$ cat config.mk
export PLATFORM = sky130hd
export DESIGN_NAME = bws_front
export DESIGN_NICKNAME = d
export VERILOG_FILES = /design/src/rtl/core/bws_pkg.sv /design/src/rtl/core/bws_front.sv
export SDC_FILE = /design/constraint.sdc
export NUM_CORES = 1
export LEC_CHECK = 0
export ABC_AREA = 0
export BUFFER_PORTS_ARGS = -buffer_cell sky130_fd_sc_hd__buf_2
export CAP_MARGIN = 0
export CORE_MARGIN = 2
export CORE_UTILIZATION = 40
export DETAILED_ROUTE_END_ITERATION = 6
export GPL_ROUTABILITY_DRIVEN = 1
export REMOVE_ABC_BUFFERS = 1
export SLEW_MARGIN = 20
export SYNTH_ARGS = -nofsm -noshare
export SYNTH_HDL_FRONTEND = slang
export SYNTH_SLANG_ARGS = --single-unit
$ cat constraint.sdc
create_clock -name clk_i -period 7.5 [get_ports clk_i]
set_input_delay 0.375 -clock clk_i [delete_from_list [all_inputs] [get_ports clk_i]]
set_output_delay 0.375 -clock clk_i [all_outputs]
set_load 0.005 [all_outputs]
$ cat src/rtl/core/bws_pkg.sv
// Shared types, constants and codes of the binned weighted statistics block.
package bws_pkg;

  localparam int CELL_COUNT  = 4096;
  localparam int ADDR_W      = (CELL_COUNT > 1) ? $clog2(CELL_COUNT) : 1;
  localparam int QUEUE_DEPTH = 4;
  localparam int QPTR_W      = 2;
  localparam int IN_TDATA_W  = 104;
  localparam int OUT_TDATA_W = 248;
  localparam int CFG_INDEX_W = 2;
  localparam int CFG_DATA_W  = 2;

  // register indexes
  localparam logic [CFG_INDEX_W-1:0] CFG_WEIGHTED = 2'd0;
  localparam logic [CFG_INDEX_W-1:0] CFG_EXTENDED = 2'd1;
  localparam logic [CFG_INDEX_W-1:0] CFG_SUM_MODE = 2'd2;

  // item kinds
  localparam logic OP_ACCUM = 1'b0;
  localparam logic OP_DRAIN = 1'b1;

  // z result selection
  localparam logic [1:0] MODE_MEAN = 2'd0;
  localparam logic [1:0] MODE_ZSUM = 2'd1;
  localparam logic [1:0] MODE_WSUM = 2'd2;

  typedef struct packed {
    logic       weighted;
    logic       extended;
    logic [1:0] sum_mode;
  } cfg_t;

  typedef struct packed {
    logic               op;
    logic [11:0]        cell_index;
    logic signed [23:0] x_coord;
    logic signed [23:0] y_coord;
    logic signed [23:0] z_value;
    logic [15:0]        weight;
  } item_t;

  typedef struct packed {
    logic  valid;
    item_t item;
  } queue_t;

  typedef struct packed {
    logic pop;
    logic ready;
  } back_stat_t;

  typedef struct packed {
    logic [31:0]        wsum;
    logic signed [63:0] wx;
    logic signed [63:0] wy;
    logic signed [63:0] wz;
    logic [63:0]        wzz;
    logic [15:0]        pts;
    logic signed [23:0] low;
    logic signed [23:0] high;
  } row_t;

  typedef struct packed {
    logic [11:0]        out_cell;
    logic signed [23:0] mean_x;
    logic signed [23:0] mean_y;
    logic signed [63:0] z_result;
    logic [22:0]        std_dev;
    logic               std_valid;
    logic signed [23:0] low_z;
    logic signed [23:0] high_z;
    logic [31:0]        weight_total;
    logic [15:0]        point_count;
  } result_t;

endpackage

$ cat src/rtl/core/bws_front.sv
// Front end: configuration registers and the request queue toward the back end.
module bws_front (
  input  logic                           clk_i,
  input  logic                           rst_ni,
  input  logic                           s_valid_i,
  output logic                           s_ready_o,
  input  bws_pkg::item_t                 s_item_i,
  input  logic                           cfg_valid_i,
  output logic                           cfg_ready_o,
  input  logic [bws_pkg::CFG_INDEX_W-1:0] cfg_index_i,
  input  logic [bws_pkg::CFG_DATA_W-1:0]  cfg_data_i,
  output bws_pkg::cfg_t                  cfg_o,
  input  bws_pkg::back_stat_t            back_i,
  output bws_pkg::queue_t                queue_o
);
  import bws_pkg::*;

  item_t             fifo_q [QUEUE_DEPTH];
  logic [QPTR_W:0]   wr_ptr_q, rd_ptr_q;
  cfg_t              cfg_q;
  logic              empty, full, push;

  assign empty = (wr_ptr_q == rd_ptr_q);
  assign full  = (wr_ptr_q[QPTR_W] != rd_ptr_q[QPTR_W]) &&
                 (wr_ptr_q[QPTR_W-1:0] == rd_ptr_q[QPTR_W-1:0]);
  assign s_ready_o   = !full && back_i.ready;
  assign push        = s_valid_i && s_ready_o;
  assign cfg_ready_o = 1'b1;
  assign cfg_o       = cfg_q;

  assign queue_o.valid = !empty;
  assign queue_o.item  = fifo_q[rd_ptr_q[QPTR_W-1:0]];

  always_ff @(posedge clk_i or negedge rst_ni) begin
    if (!rst_ni) begin
      wr_ptr_q <= '0;
      rd_ptr_q <= '0;
      cfg_q    <= '0;
    end else begin
      if (push) wr_ptr_q <= wr_ptr_q + 1'b1;
      if (back_i.pop && !empty) rd_ptr_q <= rd_ptr_q + 1'b1;
      if (cfg_valid_i) begin
        unique case (cfg_index_i)
          CFG_WEIGHTED: cfg_q.weighted <= cfg_data_i[0];
          CFG_EXTENDED: cfg_q.extended <= cfg_data_i[0];
          CFG_SUM_MODE: cfg_q.sum_mode <= cfg_data_i;
          default: ;
        endcase
      end
    end
  end

  always_ff @(posedge clk_i) begin
    if (push) fifo_q[wr_ptr_q[QPTR_W-1:0]] <= s_item_i;
  end

endmodule

==> results by group <==
Worst hold path
  – Hold/Removal Path Class: in2reg

Place
  – Inst Count DP: 1293
  – RePlAce Congestion: 0.735
  – IO buf count: 217
  – DP Area: 16800 sq um
  – Post-DP HPWL: 17200 um

Critical path
  – Crit path kind: reg2reg
  – Crit-path max FO: 64
  – Startpoint types: flip-flop
  – Worst Path Required: 7700 ps
  – CP Capture Type: flip-flop
  – Crit path DAT: 3710 ps

Synth
  – Synth Register Bits: 414
  – Synth Area per Inst: 26.2 sq um
  – Post-Syn Area: 15200 sq um
  – Synth top area share: 0.797
  – Seq/Total Area, Yosys: 0.813
  – Top cells by count, synth: edfxtp_1, mux4_2, buf_2, buf_6, dfrtp_1
  – Distinct cells, synth: 33
  – Post-synth top flop: edfxtp_1
  – Post-Syn Instances: 582
  – Ys Warns: 0
  – Async S/R FF share, synth: 0.0242
  – Count leader, synth: edfxtp_1
  – Top cells by area, synth: edfxtp_1, mux4_2, dfrtp_1, buf_6, ha_1
  – Number of flops mapped to enable cells by yosys: 404
  – Dominant cell type by area after synthesis: edfxtp_1

Floorplanning
  – Die area: 39600 sq um
  – Die Wd: 199 um
  – Initial Utilization: 0.405
  – Std-Cell Rows: 71
  – # IOs: 219
  – Die Span Y: 199 um
  – Core Region: 37600 sq um

Pwr
  – Cell internal pwr: 0.00505 W
  – Switch share: 0.266
  – Comb pwr share: 0.238
  – Pwr dens: 364 nW/um^2
  – VDD IR max: 0.223 mV
  – Reported leakage power: 6.42 nW
  – Clock power share: 0.320
  – P_sw: 0.00183 W
  – Register share of total power: 0.443

Layout
  – P&R area growth vs syn: 23.9%
  – Post-route cell area: 18900 sq um
  – Share of cells above drive strength 1: 0.448
  – # nets final: 995
  – Fillers: 3006
  – FF/Latch Area: 12400 sq um
  – Multi-input gate area: 2660 sq um
  – Post-route non-filler standard cell count: 1427

Drt
  – Vias per cell: 4.87
  – Avg WL per Cell: 20.8 um
  – 1st-iter DRT viols: 302
  – Antenna viol nets, final: 0
  – Via Count: 6945
  – DRT Wirelength: 29700 um
  – DRC: 0
  – Drt first pass iters: 4

STA
  – Setup Skew: 9.65 ps
  – Hold slack: 34.0 ps
  – Period utilization: 0.469
  – Fmax: 284 MHz
  – Setup violators final: 0
  – Slew margin rel.: 0.292
  – RSZ-0062 raised after global routing: false
  – Least-Margin Pin Slew: 1060 ps
  – Hold Vio Cnt, Final: 0
  – Max-slew violations: 0
  – Minimum clock period: 3520 ps

Clocking
  – Clk_lat worst skew: 560 ps
  – CTS tree: built
  – Max Root-Sink Buffers: 3
  – CTS buffer count: 43
  – Worst-path clk slew: 60 ps
  – Post-CTS Setup Bufs: 0
  – Clock sinks: 414
  – # H-tree levels: 2
  – Root Driver: clkbuf_16

Global route
  – Most used routing layer: met2
  – First-pass GRT wire length: 44700 um
  – Total global routing track utilization: 0.154
  – Number of antenna violations at the first check in global routing: 6
  – Met3 GRT Util: 0.0442
  – Largest net degree at the start of global routing: 67
  – Met2 usage: 0.246
  – GR Util met1: 0.200
  – Total grt overflow: 0
  – Vias in the first global route: 7478

Flow run
  – Max-Cap Viols: 0

Run status
  – Outcome: complete, no violations
[area by class of cell]
cell class / instances / area share
clock inverters: 28 / 0.0172
inverters: 2 / 0.000398
repair buffers: 277 / 0.0889
flip-flops and latches: 414 / 0.657
clock buffers: 51 / 0.0614
diodes: 3 / 0.000398
multi-input cells: 141 / 0.141
well taps: 511 / 0.0339
[metrics by stage]
stage                     setup WS (ps)  TNS [ps]  power, W   util
after floorplan                   -2270   -304690   0.00416      -
after global placement             3840         0   0.00476  0.448
after detailed placement           3770         0   0.00477  0.448
after CTS                          3790         0   0.00701  0.501
after global routing               3640         0   0.00723  0.502
final                              3980         0   0.00687  0.502
[sequential cells by signal, summed over array words and instances, names as in the netlist]
register  count
rd_ptr_q      3
wr_ptr_q      3
fifo_q      404
cfg_o         4
[timing repair]
item	4_1_cts	5_1_grt
endpoints found under the hold margin	198	0
resized for setup	0	0
hold buffers	51	0
[cells by family (layout without fill, tap and decap cells)]
logic type / count (synthesis) / count (layout) / synth area share
compound gates: 8 / 8 / 0.00452
flops: 414 / 414 / 0.813
mux: 108 / 108 / 0.155
buf+inv: 27 / 358 / 0.0132
fa+ha+maj: 5 / 5 / 0.00411
xor+xnor: 7 / 7 / 0.00501
other cells: 1 / 4 / 0.000246
simple gates: 12 / 12 / 0.00460
[cell usage in the layout (no fill, tap or decap), types with 2 or more instances in the layout]
cell / Yosys / final
and2_4: 0 / 3
buf_2: 11 / 217
buf_4: 1 / 8
bufinv_16: 0 / 7
clkbuf_1: 2 / 4
clkbuf_16: 0 / 44
clkbuf_8: 0 / 3
clkinv_1: 0 / 8
clkinv_2: 0 / 9
clkinvlp_4: 0 / 2
dfrtp_1: 10 / 8
dfrtp_4: 0 / 2
diode_2: 0 / 3
dlygate4sd3_1: 0 / 51
edfxtp_1: 404 / 404
ha_1: 5 / 5
inv_1: 2 / 2
mux2_2: 4 / 4
mux4_2: 101 / 101
nand2_1: 2 / 2
nand3b_1: 2 / 2
xnor2_1: 4 / 4
xor2_2: 2 / 2
[metal layers]
| layer | vias up | wire (um) |
|---|---|---|
| met4 | 6 | 700 |
| met1 | 3600 | 12500 |
| met3 | 55 | 1890 |
| met5 | - | 41 |
| met2 | 174 | 14500 |
| li1 | 3110 | - |
[path summary, 6_finish.rpt]
check | from | endpoint | slack (ps) | depth (start not counted)
setup reg to reg | rd_ptr_q[1]$_DFFE_PN0P_ | fifo_q[1][17]$_DFFE_PP_ | 3980 | 4
hold / removal | s_item_i[94] | fifo_q[1][94]$_DFFE_PP_ | 30 | 1
setup / recovery | rd_ptr_q[1]$_DFFE_PN0P_ | fifo_q[1][17]$_DFFE_PP_ | 3980 | 4
max in group asynchronous | rst_ni | rd_ptr_q[1]$_DFFE_PN0P_ | 7020 | 2
min in group asynchronous | rst_ni | cfg_o[2]$_DFFE_PN0P_ | 230 | 2
hold reg to reg | cfg_o[3]$_DFFE_PN0P_ | cfg_o[3]$_DFFE_PN0P_ | 520 | 1
[power by group through the flow]
| stage | clock network (W) | registers, W | logic (W) |
|---|---|---|---|
| 6_report | 0.00220 | 0.00304 | 0.00163 |
| 5_1_grt | 0.00235 | 0.00308 | 0.00179 |
| 4_1_cts | 0.00226 | 0.00306 | 0.00169 |
| 3_5_place_dp | 0 | 0.00311 | 0.00167 |
| 3_3_place_gp | 0 | 0.00310 | 0.00166 |
| 2_1_floorplan | 0 | 0.00317 | 0.000986 |
[critical path, cell delays in order (launching register included)]
cell	delay (ps)
dfrtp_4	970
xnor2_1	260
a31oi_2	340
and2_4	910
buf_4	630
Note: power is estimated with default switching activity, not from simulation.
